[src/hdl/daq_pkg.sv]
// Package for the direction angle quantizer: stage types and tangent table.
`timescale 1ns / 1ps

package daq_pkg;

  localparam int unsigned CoordW = 16;
  localparam int unsigned MagW   = 15;
  localparam int unsigned DvsW   = 10;
  localparam int unsigned QuoW   = 5;
  localparam int unsigned DirW   = 6;
  localparam int unsigned TanW   = 4;

  localparam logic [MagW-1:0] MagMax = 15'h7fff;

  localparam logic [DirW-1:0] DirUp       = 6'd0;
  localparam logic [DirW-1:0] DirUpRight  = 6'd8;
  localparam logic [DirW-1:0] DirRight    = 6'd16;
  localparam logic [DirW-1:0] DirDnRight  = 6'd24;
  localparam logic [DirW-1:0] DirDown     = 6'd32;
  localparam logic [DirW-1:0] DirDnLeft   = 6'd40;
  localparam logic [DirW-1:0] DirLeft     = 6'd48;
  localparam logic [DirW-1:0] DirUpLeft   = 6'd56;

  // Divider stage contents; base +/- tan_step(quo) gives the answer.
  typedef struct packed {
    logic            valid;
    logic            fixed;   // snapped to an axis or exact diagonal
    logic            neg;     // subtract table step from base
    logic [DirW-1:0] base;
    logic            sat;     // quotient clipped to its maximum
    logic [MagW-1:0] rem;
    logic [DvsW-1:0] dvs;
    logic [QuoW-1:0] quo;
  } div_stage_t;

  function automatic logic [TanW-1:0] tan_step(input logic [QuoW-1:0] idx);
    logic [TanW-1:0] t;
    case (idx)
      5'd0, 5'd1:                         t = 4'd0;
      5'd2, 5'd3, 5'd4:                   t = 4'd1;
      5'd5, 5'd6, 5'd7, 5'd8:             t = 4'd2;
      5'd9, 5'd10, 5'd11:                 t = 4'd3;
      5'd12, 5'd13, 5'd14, 5'd15:         t = 4'd4;
      5'd16, 5'd17, 5'd18, 5'd19:         t = 4'd5;
      5'd20, 5'd21, 5'd22, 5'd23:         t = 4'd6;
      5'd24, 5'd25, 5'd26, 5'd27,
      5'd28, 5'd29:                       t = 4'd7;
      default:                            t = 4'd8;
    endcase
    return t;
  endfunction

endpackage

[src/hdl/direction_angle_quantizer.sv]
// Each accepted item is registered in every stage listed below before it is
// offered on out_valid_o. One item per cycle while the output is not stalled.
// Stages: wrap differences, octant/snap decode, saturation check plus two
// quotient bits, three quotient bits, tangent lookup and final add.
// The pipeline stalls as a whole only while the output item is not taken.
// Reset (rst_ni low, async) clears the stage valid bits; data is not reset.
`timescale 1ns / 1ps

module direction_angle_quantizer import daq_pkg::*; (
  input  logic                     clk_i,
  input  logic                     rst_ni,
  input  logic                     in_valid_i,
  output logic                     in_ready_o,
  input  logic signed [CoordW-1:0] from_x_i,
  input  logic signed [CoordW-1:0] from_y_i,
  input  logic signed [CoordW-1:0] to_x_i,
  input  logic signed [CoordW-1:0] to_y_i,
  output logic                     out_valid_o,
  input  logic                     out_ready_i,
  output logic [DirW-1:0]          direction_o
);

  // One restoring step: compare remainder against divisor shifted by k.
  function automatic logic [MagW:0] div_step(input logic [MagW-1:0] rem,
                                             input logic [DvsW-1:0] dvs,
                                             input int unsigned     k);
    logic [MagW-1:0] sh;
    logic            ge;
    sh = MagW'(dvs) << k;
    ge = (rem >= sh);
    return {ge, ge ? rem - sh : rem};
  endfunction

  function automatic logic [MagW-1:0] mag_sat(input logic [CoordW-1:0] v);
    logic [CoordW-1:0] m;
    m = v[CoordW-1] ? (~v + CoordW'(1)) : v;
    return m[CoordW-1] ? MagMax : m[MagW-1:0];
  endfunction

  logic en;
  assign en         = !out_valid_o || out_ready_i;
  assign in_ready_o = en;

  // Stage 1: wrapped differences
  logic                     v1_q;
  logic signed [CoordW-1:0] dx_q, dy_q;

  always_ff @(posedge clk_i or negedge rst_ni) begin
    if (!rst_ni) begin
      v1_q <= 1'b0;
    end else if (en) begin
      v1_q <= in_valid_i;
    end
  end

  always_ff @(posedge clk_i) begin
    if (en) begin
      dx_q <= to_x_i - from_x_i;
      dy_q <= to_y_i - from_y_i;
    end
  end

  // Stage 2: snap, octant and operand selection
  div_stage_t s2_d, s2_q;
  logic [MagW-1:0] ax, ay;
  logic snap_x, snap_y, dx_pos, dy_pos, dy_neg, y_major, diag;

  always_comb begin
    ax      = mag_sat(dx_q);
    ay      = mag_sat(dy_q);
    snap_x  = (dx_q >= -16'sd31) && (dx_q <= 16'sd31);
    snap_y  = (dy_q >= -16'sd31) && (dy_q <= 16'sd31);
    dx_pos  = (dx_q > 16'sd0);
    dy_pos  = (dy_q > 16'sd0);
    dy_neg  = dy_q[CoordW-1];
    y_major = (ay > ax);
    diag    = (ax == ay);

    s2_d       = '0;
    s2_d.valid = v1_q;
    s2_d.rem   = y_major ? ax : ay;
    s2_d.dvs   = y_major ? ay[MagW-1:MagW-DvsW] : ax[MagW-1:MagW-DvsW];

    if (snap_x) begin
      s2_d.fixed = 1'b1;
      s2_d.base  = dy_pos ? DirDown : DirUp;
    end else if (snap_y) begin
      s2_d.fixed = 1'b1;
      s2_d.base  = dx_pos ? DirRight : DirLeft;
    end else if (dx_pos && dy_neg) begin
      s2_d.fixed = diag;
      s2_d.neg   = !y_major;
      s2_d.base  = diag ? DirUpRight : (y_major ? DirUp : DirRight);
    end else if (dx_pos) begin
      s2_d.fixed = diag;
      s2_d.neg   = y_major;
      s2_d.base  = diag ? DirDnRight : (y_major ? DirDown : DirRight);
    end else if (dy_pos) begin
      s2_d.fixed = diag;
      s2_d.neg   = !y_major;
      s2_d.base  = diag ? DirDnLeft : (y_major ? DirDown : DirLeft);
    end else begin
      s2_d.fixed = diag;
      s2_d.neg   = y_major;
      // up-left, y major: 64 - t wraps to base 0 minus t
      s2_d.base  = diag ? DirUpLeft : (y_major ? DirUp : DirLeft);
    end
  end

  // Stage 3: saturation check and quotient bits 4..3
  div_stage_t s3_d, s3_q;
  logic [MagW:0] st4, st3;

  always_comb begin
    s3_d = s2_q;
    st4  = '0;
    st3  = '0;
    if (div_step(s2_q.rem, s2_q.dvs, QuoW) >> MagW != '0) begin
      s3_d.sat = 1'b1;
      s3_d.quo = '1;
    end else begin
      st4         = div_step(s2_q.rem, s2_q.dvs, 4);
      st3         = div_step(st4[MagW-1:0], s2_q.dvs, 3);
      s3_d.quo[4] = st4[MagW];
      s3_d.quo[3] = st3[MagW];
      s3_d.rem    = st3[MagW-1:0];
    end
  end

  // Stage 4: quotient bits 2..0
  div_stage_t s4_d, s4_q;
  logic [MagW:0] st2, st1, st0;

  always_comb begin
    s4_d = s3_q;
    st2  = div_step(s3_q.rem, s3_q.dvs, 2);
    st1  = div_step(st2[MagW-1:0], s3_q.dvs, 1);
    st0  = div_step(st1[MagW-1:0], s3_q.dvs, 0);
    if (!s3_q.sat) begin
      s4_d.quo[2] = st2[MagW];
      s4_d.quo[1] = st1[MagW];
      s4_d.quo[0] = st0[MagW];
      s4_d.rem    = st0[MagW-1:0];
    end
  end

  // Stage 5: table lookup and final add/subtract
  logic [DirW-1:0] tstep, dir_d, dir_q;
  logic            v5_q;

  always_comb begin
    tstep = s4_q.fixed ? '0 : DirW'(tan_step(s4_q.quo));
    dir_d = s4_q.neg ? s4_q.base - tstep : s4_q.base + tstep;
  end

  // only the valid bits see reset; data fields just follow the enable
  always_ff @(posedge clk_i or negedge rst_ni) begin
    if (!rst_ni) begin
      s2_q.valid <= 1'b0;
      s3_q.valid <= 1'b0;
      s4_q.valid <= 1'b0;
      v5_q       <= 1'b0;
    end else if (en) begin
      s2_q       <= s2_d;
      s3_q       <= s3_d;
      s4_q       <= s4_d;
      v5_q       <= s4_q.valid;
      dir_q      <= dir_d;
    end
  end

  assign out_valid_o = v5_q;
  assign direction_o = dir_q;

`ifndef SYNTHESIS
  a_stall_only_on_backpressure: assert property (@(posedge clk_i) disable iff (!rst_ni)
    !in_ready_o |-> out_valid_o && !out_ready_i)
    else $error("input stalled without output backpressure");

  a_item_reaches_output: assert property (@(posedge clk_i) disable iff (!rst_ni)
    en && s4_q.valid |=> out_valid_o)
    else $error("item lost between last stage and output");

  a_sat_quotient_max: assert property (@(posedge clk_i) disable iff (!rst_ni)
    s3_q.valid && s3_q.sat |-> s3_q.quo == '1)
    else $error("saturated quotient not at maximum");

  a_fixed_passes_base: assert property (@(posedge clk_i) disable iff (!rst_ni)
    en && s4_q.valid && s4_q.fixed |=> direction_o == $past(s4_q.base))
    else $error("snapped direction altered by table step");
`endif

endmodule

[config.mk]
export PLATFORM = sky130hd
export DESIGN_NAME = direction_angle_quantizer
export DESIGN_NICKNAME = d
export VERILOG_FILES = /design/src/hdl/daq_pkg.sv /design/src/hdl/direction_angle_quantizer.sv
export SDC_FILE = /design/constraint.sdc
export NUM_CORES = 1
export LEC_CHECK = 0
export BUFFER_PORTS_ARGS = -buffer_cell sky130_fd_sc_hd__buf_2
export CAP_MARGIN = 20
export CORE_AREA = 2 2 197 122
export CTS_CLUSTER_SIZE = 8
export DETAILED_ROUTE_END_ITERATION = 6
export DIE_AREA = 0 0 199 124
export HOLD_SLACK_MARGIN = 0.08
export PLACE_DENSITY = 0.62
export SYNTH_ARGS = -nofsm -noshare
export SYNTH_HDL_FRONTEND = slang
export SYNTH_SLANG_ARGS = --single-unit
export TNS_END_PERCENT = 100
[constraint.sdc]
create_clock -name clk_i -period 5.46 [get_ports clk_i]
set_input_delay 0.546 -clock clk_i [delete_from_list [all_inputs] [get_ports clk_i]]
set_output_delay 0.546 -clock clk_i [all_outputs]
set_load 0.01 [all_outputs]
-- Word-level counts from Yosys, hierarchy flattened
Memory sizes are Yosys's and may differ from the RTL's. A register that Yosys moved wholly into a read port is not among the register bits.
Cells that the tools add are included.
- add/sub/neg operators: 10
- order comparisons: 13
- reductions and logical operators: 8
- equality and inequality tests: 1
- muxes and demuxes: 30
- bitwise logic cells: 2
- operator list (cell ; number):
    $mux 15 ; 8
    $mux 6 ; 9
    $add 16x1->16 const B ; 2
    $ge 16x6->1 const B ; 2
    $gt 16x1->1 const B ; 2
    $le 16x6->1 const B ; 2
    $mux 16 ; 2
    $not 16->16 ; 2
    $sub 16x16->16 ; 2
    $mux 5 ; 5
    $mux 7 ; 3
    $eq 15x15->1 ; 1
    $ge 15x10->1 ; 1
    $ge 15x11->1 ; 1
    $ge 15x12->1 ; 1
    $ge 15x13->1 ; 1
    $ge 15x14->1 ; 1
    $ge 15x15->1 ; 1
    $gt 15x15->1 ; 1
    $sub 15x11->15 ; 1
    $sub 15x12->15 ; 1
    $sub 15x13->15 ; 1
    $sub 15x14->15 ; 1
    $mux 10 ; 1
    9 further kinds ; 12
- memories kept: 1
- bits in read-only memories: 128
- word-level logic and storage cells: 89
- bits in registers: 128
- bits of input ports: 68
- output and inout port bits: 8
- memory list (memory ; words ; bits a word ; rd ports ; clocked after memory_dff ; wr ports ; RTL line ; source):
    (name not given) ; 32 ; 4 ; 1 ; 1 ; 0 ; daq_pkg.sv:38 ; case (idx)

-- Depth between registers and ports, before layout
- depth after elaboration: 12
- depth in mapped cells: 31
- mapped depth without buffers: 28

-- Worst setup path before layout
No wires, ideal clock.
- path type: register to register
- from: register s3_q[11] (netlist bit)
- to: register (tool-made name)
- data arrival time: 5.501 ns
- cell stages (with the launch flop): 28
- path slack: -0.193 ns
- required time: 5.309 ns
- period minus slack after synthesis: 5.653 ns
- path buffers: 2
- cell sequence: edfxtp_1 -> inv_1 -> ha_1 -> a211o_1 -> a21o_1 -> o21a_1 -> nand2_1 -> nand2_2 -> clkbuf_1 -> o21ai_0 -> fa_1 -> nor2b_1 -> o31a_1 -> nor2_1 -> o31ai_1 -> a21oi_2 -> nor4bb_1 -> buf_4 -> mux2_2 -> ha_1 -> a21o_1 -> a211o_1 -> o221a_2 -> nor4_1 -> and3_2 -> nand4b_4 -> o311ai_1 -> a31oi_1
- RTL lines (element ; RTL line ; source):
    start: declaration ; direction_angle_quantizer.sv:111 ; div_stage_t s3_d, s3_q;

==> metrics <==
CP Class=flop to flop; clock root cell=clkbuf_16; Hold EP=v1_q; Hold Path Cell Cnt=3; slowest stage delay, CP=0.40 ns; flop2flop setup slack=-0.1 ns; CP Depth=25; Longest Clk Path Bufs=2; final net count=1451; dpl hpwl=19500 microns; EDFF count, synth=111; hold_sp=in_valid_i; Max-slew headroom=32.0%; DRC viols=0; Final Cell Area=~13000 sq um; die height=roughly 120 microns; I/O Buffers=75; syn avg cell area=9.33 sq um; fin worst setup slack=-0.0968 ns; Mapped Area=10100 sq um; Post-synth ARST share=roughly 4.2%; initial drt markers=720; fin crit share=102%; Cells after Synth=1083; antenna viol nets, final=0; Min-Delay Path Class=input pin to flop; vias in the first global route=7832; RSZ-0062 raised after global routing=yes; first-pass GRT wire length=40600 microns; yosys warns=0; Post-Synth Simple-Gate Area=16.2%; Final Max Slew Viols=0; grt total ovfl=0; proportion of layout cells with a drive suffix above 1=23.8%; Initial Util=44.4%; Main synth FF type=edfxtp_1; Ant. Diodes=0; Reg-to-Reg Start=s3_q[11]; adder-cell share of the synthesized area=approximately 15%; CTS buffer count=17; Synth Area in Compound Gates=18.2%; Critical Path Start Type=flop; run status=finished, violations left; clk slew on worst S/H paths=0.06 ns; First-pass DRT Iterations=5; die width=just under 200 microns; leading cell type in the layout, fill and taps excluded=edfxtp_1; Top delay family on crit path=simple AND/OR/NAND/NOR gates; register area share after synthesis=a little over a third; slowest CP cell=or3_4; die area=24700 sq um; XOR/XNOR Fraction of Synth Area=6.68%; P&R area growth vs syn=24.7%; most common cell type on the critical path=ha_4; Worst Skew=approximately 0.0091 ns; Synth Net Count=1271; CTS tree=yes; clk sink count=120; largest net degree at the start of global routing=48; max_cap viols=0; row count=43; clk_lat worst skew=around 0.42 ns; via-per-instance ratio=5.31; DP Area=11500 sq um; crit-path max FO=7; Max Fclk=0.180 GHz; WL/cell=15.9 microns; Synth cell types=83; Tot GR Track Use=21.2%; Worst-Margin Slew=1.01 ns; IO Pins=76; initial antenna violation count=0; core area=22800 sq um; H-tree depth=4; Critical Path Sink Type=flop; via count=8445; Placer Congestion=0.887; main combinational cell family by area after synthesis=compound AO/OA/AOI/OAI gates; post-synthesis mux area share=3.84%; commonest non-fill, non-tap cells in the layout=111 x edfxtp_1, 102 x ha_1, 101 x inv_1, 99 x buf_4, 88 x nand2_1; reg2reg path depth=25; WP buf/inv=2; DRT Wirelength=about 25000 microns; failing checks=setup timing; final hold violations=0; fin crit period=5.56 ns; synthesis-stage register bit count=between 100 and 150; Setup-failing EPs final=2; CP required=5.72 ns; Worst EP arrival=5.82 ns
[worst min-delay path, cell delays in order]
cell and delay (ns):
buf_2 0.07, nand2_1 0.04, nand2_1 0.06
[flip-flops by register name, indices dropped and copies added (netlist names), named ones only]
name         flops
dy_q            16
direction_o      6
s3_q            34
s2_q            31
v1_q             1
out_valid_o      1
s4_q            11
dx_q            16
[cell usage after synthesis, drive strengths merged, types with 7 or more instances]
master | count | area, sq um
xnor2 | 49 | 429
a21boi | 10 | 75.1
mux2 | 22 | 248
o21a | 21 | 158
inv | 105 | 394
nand3 | 22 | 110
ha | 114 | 1430
nand4 | 14 | 87.6
and3 | 7 | 45.1
o211ai | 7 | 57.6
a21oi | 72 | 372
clkbuf | 13 | 48.8
mux2i | 14 | 140
xor2 | 28 | 245
o21bai | 8 | 63.8
a211oi | 7 | 57.6
nor2 | 92 | 348
nand2b | 15 | 93.8
nor3 | 28 | 140
a31oi | 16 | 100
o31ai | 9 | 81.3
nor4 | 9 | 56.3
a21o | 26 | 195
o21ai | 50 | 250
and2 | 8 | 50.1
nand2 | 91 | 352
edfxtp | 111 | 3330
nor2b | 22 | 138
[routing by layer]
| metal | global-route usage, % | routed length, microns |
|---|---|---|
| met1 | 33.9 | 14100 |
| met2 | 27.5 | 9230 |
| met3 | 5.66 | 1790 |
| met4 | 4.34 | 160 |
| met5 | 0 | 0 |
[timing repair]
item                                    CTS  global route
buffers inserted                         11             9
hold buffers                              1             0
endpoints found under the hold margin     5             0
gates cloned                              1             0
pin swaps                                20            13
gates resized for setup                  40            21
endpoints found under the setup margin    3            14
[how the worst max path moves through the flow]
stage                  start   end  slack, ns
floorplan           s3_q[11]  flop      0.002
global placement    s3_q[22]  flop      -0.06
detailed placement  s3_q[22]  flop      -0.24
CTS                 s3_q[11]  flop      -0.06
global route        s3_q[11]  flop      -0.29
finish              s3_q[11]  flop       -0.1
[final cells by class]
| class | instances | area (sq um) |
|---|---|---|
| clock buffers | 19 | 433 |
| clock inverters | 13 | 178 |
| fillers | 2046 | 10200 |
| inverters | 106 | 399 |
| multi-input cells | 839 | 6470 |
| flip-flops and latches | 120 | 3540 |
| well taps | 315 | 394 |
| repair buffers | 179 | 1180 |
[logic make-up (layout without fill, tap and decap cells)]
| family | count (synthesis) | count (layout) |
|---|---|---|
| buffers and inverters | 125 | 317 |
| adders and majority gates | 120 | 120 |
| DFF | 120 | 120 |
| xor gates and xnor gates | 77 | 77 |
| muxes | 36 | 36 |
| AOI/OAI and AO/OA | 272 | 272 |
| and+or+nand+nor | 333 | 334 |
[per-stage QoR]
stage	util (%)	hold WS, ns	instances	worst slack (ns)	TNS (ns)
2_1_floorplan	-	0.250	1083	0.00179	0
3_3_place_gp	50.5	0.372	1537	-0.0598	-0.0968
3_5_place_dp	50.5	0.375	1537	-0.237	-0.555
4_1_cts	54.6	0.332	1582	-0.0600	-0.106
5_1_grt	55.3	0.347	1591	-0.295	-0.687
6_report	55.3	0.335	1591	-0.0968	-0.190
Power is left out: the tool's default activity adds up to more than one toggle a clock period on the data nets, which glitch-free logic cannot reach.
